## config.mk

```make
export PLATFORM = sky130hd
export DESIGN_NAME = utf8_xml_name_char_classifier
export DESIGN_NICKNAME = d
export VERILOG_FILES = /design/src/uxnc_pkg.sv /design/src/utf8_xml_name_char_classifier.sv
export SDC_FILE = /design/constraint.sdc
export NUM_CORES = 1
export LEC_CHECK = 0
export ABC_AREA = 0
export ABC_CLOCK_PERIOD_IN_PS = 5800
export BUFFER_PORTS_ARGS = -buffer_cell sky130_fd_sc_hd__buf_4
export CAP_MARGIN = 40
export CELL_PAD_IN_SITES_DETAIL_PLACEMENT = 1
export CELL_PAD_IN_SITES_GLOBAL_PLACEMENT = 2
export CORE_MARGIN = 2
export CORE_UTILIZATION = 37
export DETAILED_ROUTE_END_ITERATION = 12
export HOLD_SLACK_MARGIN = 0.08
export PLACE_DENSITY_LB_ADDON = 0.3
export REMOVE_ABC_BUFFERS = 1
export SLEW_MARGIN = 20
export SYNTH_ARGS = -nofsm -noshare
export SYNTH_HDL_FRONTEND = slang
export SYNTH_SLANG_ARGS = --single-unit
```

## constraint.sdc

```tcl
create_clock -name clk_i -period 5.8 [get_ports clk_i]
set_clock_uncertainty 0.2 [all_clocks]
set_input_delay 0 -clock clk_i [delete_from_list [all_inputs] [get_ports clk_i]]
set_output_delay 0 -clock clk_i [all_outputs]
set_load 0.01 [all_outputs]
```

## src/uxnc_pkg.sv

```systemverilog
// ----------------------------------------------------------------------------
// uxnc_pkg
// byte masks, sequence length decode and xml name range tests for utf-8
// ----------------------------------------------------------------------------
package uxnc_pkg;

  localparam logic [7:0] Mask4Lead = 8'hFC;
  localparam logic [7:0] Mask3Lead = 8'hF0;
  localparam logic [7:0] Mask2Lead = 8'hE0;
  localparam logic [7:0] MaskCont  = 8'hC0;
  localparam logic [7:0] MaskAscii = 8'h80;

  localparam logic [7:0] Lead2Code = 8'hC0;
  localparam logic [7:0] Lead3Code = 8'hE0;
  localparam logic [7:0] Lead4Code = 8'hF0;
  localparam logic [7:0] ContCode  = 8'h80;

  localparam logic [2:0] LenNone = 3'd0;
  localparam logic [2:0] LenOne  = 3'd1;
  localparam logic [2:0] LenTwo  = 3'd2;
  localparam logic [2:0] LenThree = 3'd3;
  localparam logic [2:0] LenFour = 3'd4;

  function automatic logic [2:0] seq_len(input logic [7:0] a);
    logic [2:0] n;
    if ((a & MaskAscii) == 8'h00) n = LenOne;
    else if ((a & Mask2Lead) == Lead2Code) n = LenTwo;
    else if ((a & Mask3Lead) == Lead3Code) n = LenThree;
    else if ((a & Mask4Lead) == Lead4Code) n = LenFour;
    else n = LenNone;
    return n;
  endfunction

  function automatic logic is_cont(input logic [7:0] b);
    return (b & MaskCont) == ContCode;
  endfunction

  function automatic logic start1(input logic [7:0] a);
    return (a == 8'h5F) || (a inside {[8'h61:8'h7A]}) || (a inside {[8'h41:8'h5A]});
  endfunction

  function automatic logic extra1(input logic [7:0] a);
    return (a == 8'h2D) || (a == 8'h2E) || (a inside {[8'h30:8'h39]});
  endfunction

  function automatic logic start2(input logic [7:0] a, input logic [7:0] b);
    logic r;
    if (a == 8'hC3) r = (b <= 8'h96) || (b inside {[8'h98:8'hB6]}) || (b >= 8'hB8);
    else if (a inside {[8'hC4:8'hCB]}) r = 1'b1;
    else if (a == 8'hCD) r = (b inside {[8'hB0:8'hBD]}) || (b == 8'hBF);
    else r = (a inside {[8'hCE:8'hDF]});
    return r;
  endfunction

  function automatic logic extra2(input logic [7:0] a, input logic [7:0] b);
    logic r;
    if (a == 8'hC2) r = (b == 8'hB7);
    else if (a == 8'hCC) r = 1'b1;
    else if (a == 8'hCD) r = (b <= 8'hAF);
    else r = 1'b0;
    return r;
  endfunction

  function automatic logic start3(input logic [7:0] a, input logic [7:0] b,
                                  input logic [7:0] c);
    logic r;
    r = 1'b0;
    if (a == 8'hE0) begin
      r = (b >= 8'hA0);
    end else if (a == 8'hE1) begin
      r = 1'b1;
    end else if (a == 8'hE2) begin
      if (b == 8'h80) r = (c == 8'h8C) || (c == 8'h8D);
      else if (b == 8'h81) r = (c >= 8'hB0);
      else if (b inside {[8'h82:8'h85]}) r = 1'b1;
      else if (b == 8'h86) r = (c <= 8'h8F);
      else if (b inside {[8'hB0:8'hBE]}) r = 1'b1;
      else if (b == 8'hBF) r = (c <= 8'hAF);
    end else if (a == 8'hE3) begin
      r = (b != 8'h80) || (c >= 8'h81);
    end else if (a inside {[8'hE4:8'hEC]}) begin
      r = 1'b1;
    end else if (a == 8'hED) begin
      r = (b <= 8'h9F);
    end else if (a == 8'hEF) begin
      if (b inside {[8'hA4:8'hB6]}) r = 1'b1;
      else if (b == 8'hB7) r = (c <= 8'h8F) || (c >= 8'hB0);
      else if (b inside {[8'hB8:8'hBE]}) r = 1'b1;
      else if (b == 8'hBF) r = (c <= 8'hBD);
    end
    return r;
  endfunction

  function automatic logic extra3(input logic [7:0] a, input logic [7:0] b,
                                  input logic [7:0] c);
    return (a == 8'hE2) && (((b == 8'h80) && (c == 8'hBF)) ||
                            ((b == 8'h81) && (c == 8'h80)));
  endfunction

  function automatic logic any4(input logic [7:0] a, input logic [7:0] b);
    logic r;
    if (a == 8'hF0) r = (b >= 8'h90);
    else if ((a == 8'hF1) || (a == 8'hF2)) r = 1'b1;
    else if (a == 8'hF3) r = (b <= 8'hAF);
    else r = 1'b0;
    return r;
  endfunction

endpackage

```

## src/utf8_xml_name_char_classifier.sv

```systemverilog
// ----------------------------------------------------------------------------
// utf8_xml_name_char_classifier
// classifies one utf-8 window as xml name start / name character
// ----------------------------------------------------------------------------
// usage:
//   a word (four window bytes and an available count) is taken at a rising
//   edge with start_i high and busy_o low; busy_o is always low, so a new
//   word can be issued every cycle.
//   each word gives one result: start_len_o and name_len_o are shown for
//   exactly one cycle while done_o is high, once the word has passed the
//   input register and then the result register.
//   throughput is one word per cycle; the decode and range tests are a
//   single pass of compare logic between the two registers.
//   a length of 0 means the character is rejected; truncated windows, bad
//   continuation bytes and bad lead bytes all give 0.
//   reset clears the pipeline valid flags; no result is in flight after it.
//   the receiver cannot stall: a result not taken in its cycle is gone.
// ----------------------------------------------------------------------------
module utf8_xml_name_char_classifier import uxnc_pkg::*; (
  input  logic       clk_i,
  input  logic       rst_ni,
  input  logic       start_i,
  output logic       busy_o,
  input  logic [7:0] lead_byte_i,
  input  logic [7:0] second_byte_i,
  input  logic [7:0] third_byte_i,
  input  logic [7:0] fourth_byte_i,
  input  logic [2:0] avail_count_i,
  output logic       done_o,
  output logic [2:0] start_len_o,
  output logic [2:0] name_len_o
);

  logic       in_vld_q;
  logic [7:0] a_q, b_q, c_q, d_q;
  logic [2:0] avail_q;

  logic       out_vld_q;
  logic [2:0] start_len_q, start_len_d;
  logic [2:0] name_len_q, name_len_d;

  logic [2:0] seq_n;
  logic [2:0] avail_sat;
  logic       st, nm;

  assign busy_o = 1'b0;

  always_ff @(posedge clk_i or negedge rst_ni) begin
    if (!rst_ni) begin
      in_vld_q  <= 1'b0;
      out_vld_q <= 1'b0;
    end else begin
      in_vld_q  <= start_i;
      out_vld_q <= in_vld_q;
    end
  end

  always_ff @(posedge clk_i) begin
    if (start_i) begin
      a_q     <= lead_byte_i;
      b_q     <= second_byte_i;
      c_q     <= third_byte_i;
      d_q     <= fourth_byte_i;
      avail_q <= avail_count_i;
    end
    if (in_vld_q) begin
      start_len_q <= start_len_d;
      name_len_q  <= name_len_d;
    end
  end

  always_comb begin
    seq_n     = seq_len(a_q);
    // counts above four mean four or more
    avail_sat = (avail_q > LenFour) ? LenFour : avail_q;
    st = 1'b0;
    nm = 1'b0;
    if ((seq_n != LenNone) && (avail_sat >= seq_n)) begin
      case (seq_n)
        LenOne: begin
          st = start1(a_q);
          nm = st || extra1(a_q);
        end
        LenTwo: begin
          if (is_cont(b_q)) begin
            st = start2(a_q, b_q);
            nm = st || extra2(a_q, b_q);
          end
        end
        LenThree: begin
          if (is_cont(b_q) && is_cont(c_q)) begin
            st = start3(a_q, b_q, c_q);
            nm = st || extra3(a_q, b_q, c_q);
          end
        end
        LenFour: begin
          if (is_cont(b_q) && is_cont(c_q) && is_cont(d_q)) begin
            st = any4(a_q, b_q);
            nm = st;
          end
        end
        default: begin
          st = 1'b0;
          nm = 1'b0;
        end
      endcase
    end
    start_len_d = st ? seq_n : LenNone;
    name_len_d  = nm ? seq_n : LenNone;
  end

  assign done_o      = out_vld_q;
  assign start_len_o = start_len_q;
  assign name_len_o  = name_len_q;

`ifndef SYNTHESIS
  // every accepted word gives its result once it has passed the input and result registers
  a_latency: assert property (@(posedge clk_i) disable iff (!rst_ni)
    start_i && !busy_o |-> ##2 done_o)
    else $error("result strobe missing two cycles after accept");

  // no strobe without a word taken into the input register before it
  a_no_spurious: assert property (@(posedge clk_i) disable iff (!rst_ni)
    done_o |-> $past(start_i, 2))
    else $error("result strobe without accepted word");

  // a name start character is always a name character of the same length
  a_start_in_name: assert property (@(posedge clk_i) disable iff (!rst_ni)
    done_o && (start_len_o != LenNone) |-> (name_len_o == start_len_o))
    else $error("start length not matched by name length");

  a_len_range: assert property (@(posedge clk_i) disable iff (!rst_ni)
    done_o |-> (name_len_o <= LenFour) && (start_len_o <= LenFour))
    else $error("length out of range");
`endif

endmodule

```

==> run_results.csv <==
group,metric,value,unit
route,drt_first_pass_iters,4,
layout,drive_gt1_share,21.9,%
layout,final_common_cell,"buf_4",
layout,areaGrowthSynthToFinish,31.1,%
route,drt-total-wl,4930,um
grt,grt_max_degree,31,
floorplanning,core,5470,sq um
timing,rsz0062_at_grt,"no",
critical_path,crit_path_max_fanout,9,
power_and_ir_drop,power_density,226,nW/um^2
synthesis,synth_seq_cells,37,
timing,fmax,367,MHz
layout,nNetsFinal,287,
timing,period_share,47.0,%
power_and_ir_drop,p_clk_share,28.1,%
power_and_ir_drop,swShare,25.6,%
layout,fillCellCount,607,
layout,num_antenna_cells,0,
critical_path,cp-start-kind,"register",
route,drc_errors,0,
critical_path,cp.arrival,2.57,ns
floorplanning,num_rows,27,
floorplanning,io_pins,46,
route,routedWlPerCell,15.5,um
clocking,cts_root_buf,"clkbuf_8",
timing,hold_viol,0,
timing,slew_headroom,58.0,%
floorplanning,die_h,79.1,um
power_and_ir_drop,switching_power,0.000158,W
timing,fin_crit,2.73,ns
clocking,cts_made_buffers,5,
timing,finalMaxSlewViolations,0,
placement,gp_congestion,0.836,
power_and_ir_drop,peakVddDrop,0.121,mV
clocking,post_cts_buffers,0,
grt,grt-ovfl-total,0,
route,ant_nets,0,
critical_path,critPathRequiredTime,5.64,ns
floorplanning,die_w,79.1,um
floorplanning,start_util,38.1,%
floorplanning,dieArea,6250,sq um
grt,grt_use_total,16.9,%
route,route.vias.total,1704,
grt,antenna_found_initial,0,
clocking,insertion_delay,0.29,ns
synthesis,yosysWarnings,0,
route,viasPerCell,5.34,
timing,fin_setup_tns,0,ns
synthesis,yosys.cell_types.count,57,
clocking,cts_tree,"built",
placement,dp_hpwl,3420,um
route,drt_iter0_drc,56,
grt,grt_pass1_vias,1718,
job,maxCapViolCount,0,
power_and_ir_drop,p_leak,1.01,nW
synthesis,synth-main-ff-cell,"edfxtp_1",
critical_path,path_class,"register to register",
layout,final_cell_mix,"buf_4, edfxtp_1, dlygate4sd3_1",
synthesis,netlist_area,2090,sq um
outcome,status,"complete, no violations",
clocking,clockBufferDepth,2,
clocking,clkSlewWorstSetupHoldPaths,0.07,ns
power_and_ir_drop,internal_power,0.000459,W
critical_path,end_kind,"register",
synthesis,synth_edf_count,35,
power_and_ir_drop,pwr-share-seq,56.0,%
grt,grt_pass1_wl,8070,um
power_and_ir_drop,p_comb_share,15.9,%
synthesis,synth.yosys.seq_area_share,52.8,%
power_and_ir_drop,power,0.000617,W
placement,numPortBuffers,38,
clocking,post_cts_resized,0,
synthesis,syn_avg_cell_area,11.4,sq um
synthesis,postSynthCellCount,183,
synthesis,synthArstFlopShare,5.41,%
timing,worstMarginPinSlew,0.622,ns
clocking,cts.sinks,37,
clocking,ctsHtreeMaxLevel,2,
hold_path,hold_path_class,"input pin to register",
timing,setup_violations,0,
through the flow:
stage | std cells | hold slack [ns] | area (sq um) | setup slack [ns] | utilization (%)
after global routing | 319 | 0.212 | 2730 | 2.86 | 50.0
after detailed placement | 279 | -0.415 | 2330 | 3.13 | 42.5
after CTS | 319 | 0.208 | 2730 | 3.10 | 50.0
final | 319 | 0.217 | 2730 | 3.07 | 50.0
after floorplan | 169 | -0.496 | 1950 | 3.42 | -
after global placement | 279 | -0.418 | 2330 | 3.14 | 42.5
synthesized netlist by cell type, drive strengths merged (4+ instances only):
master | count | area share, %
nand2b | 5 | 1.5
a21oi | 10 | 2.8
nand2 | 10 | 1.8
nor3 | 10 | 2.4
nor2 | 10 | 1.8
clkbuf | 11 | 4.9
o21ai | 6 | 1.4
edfxtp | 35 | 50
nand3 | 4 | 0.96
inv | 5 | 0.90
and3 | 5 | 1.6
nor4 | 9 | 2.7
power groups by stage:
| stage | logic, W | clock network, W | registers, W |
|---|---|---|---|
| after floorplan | 0.0000436 | 0 | 0.000344 |
| after global placement | 0.0000790 | 0 | 0.000350 |
| after detailed placement | 0.0000812 | 0 | 0.000351 |
| after CTS | 0.0000987 | 0.000178 | 0.000345 |
| after global routing | 0.000109 | 0.000191 | 0.000350 |
| final | 0.0000979 | 0.000173 | 0.000346 |
per-layer routing:
layer  part of all wire (%)  GRT usage, %
met1                     45          20.5
met2                     51          29.2
met3                    3.0          3.98
met4                    1.6          6.21
met5                      0             0
worst paths after layout:
path                                      start             to  slack [ns]  cells past startpoint
worst min-delay path            third_byte_i[3]         c_q[3]        0.22                      2
max in group asynchronous                rst_ni       in_vld_q        4.91                      3
worst min register to register         in_vld_q         done_o        0.36                      0
min in group asynchronous                rst_ni         done_o        0.37                      3
worst max-delay path                     b_q[6]  name_len_o[0]        3.07                      6
worst max register to register           b_q[6]  name_len_o[0]        3.07                      6
cell families after synthesis:
logic type | Yosys count | synth area share, %
flops | 37 | 52.8
fa+ha+maj | 3 | 1.80
xor+xnor | 3 | 1.26
compound gates | 43 | 15.1
other cells | 1 | 0.180
buf+inv | 19 | 7.26
simple gates | 77 | 21.7
registers in the layout, indices dropped and copies added, names as in the netlist:
name / count
a_q: 8
avail_q: 3
b_q: 8
c_q: 8
d_q: 2
done_o: 1
in_vld_q: 1
name_len_o: 3
start_len_o: 3
worst max-delay path, stage by stage (launching register included):
cell and delay (ns):
edfxtp_1 0.49, nand2b_1 0.35, nor3_1 0.30, nand3_1 0.11, o311ai_0 0.57, o2111ai_1 0.25, and3_1 0.22
layout make-up:
| class | instances | area, sq um | area share [%] |
|---|---|---|---|
| Timing Repair Buffer | 70 | 606 | 22.2 |
| Tap cell | 72 | 90.1 | 3.30 |
| Multi-Input combinational cell | 127 | 833 | 30.5 |
| Clock inverter | 1 | 8.76 | 0.320 |
| Clock buffer | 7 | 76.3 | 2.79 |
| Inverter | 5 | 18.8 | 0.686 |
| Sequential cell | 37 | 1100 | 40.3 |
what timing repair did:
item                                    4_1_cts  5_1_grt
hold buffers                                 32        0
endpoints found under the setup margin        0        0
endpoints found under the hold margin        61        0
Note: power is estimated with default switching activity, not from simulation.
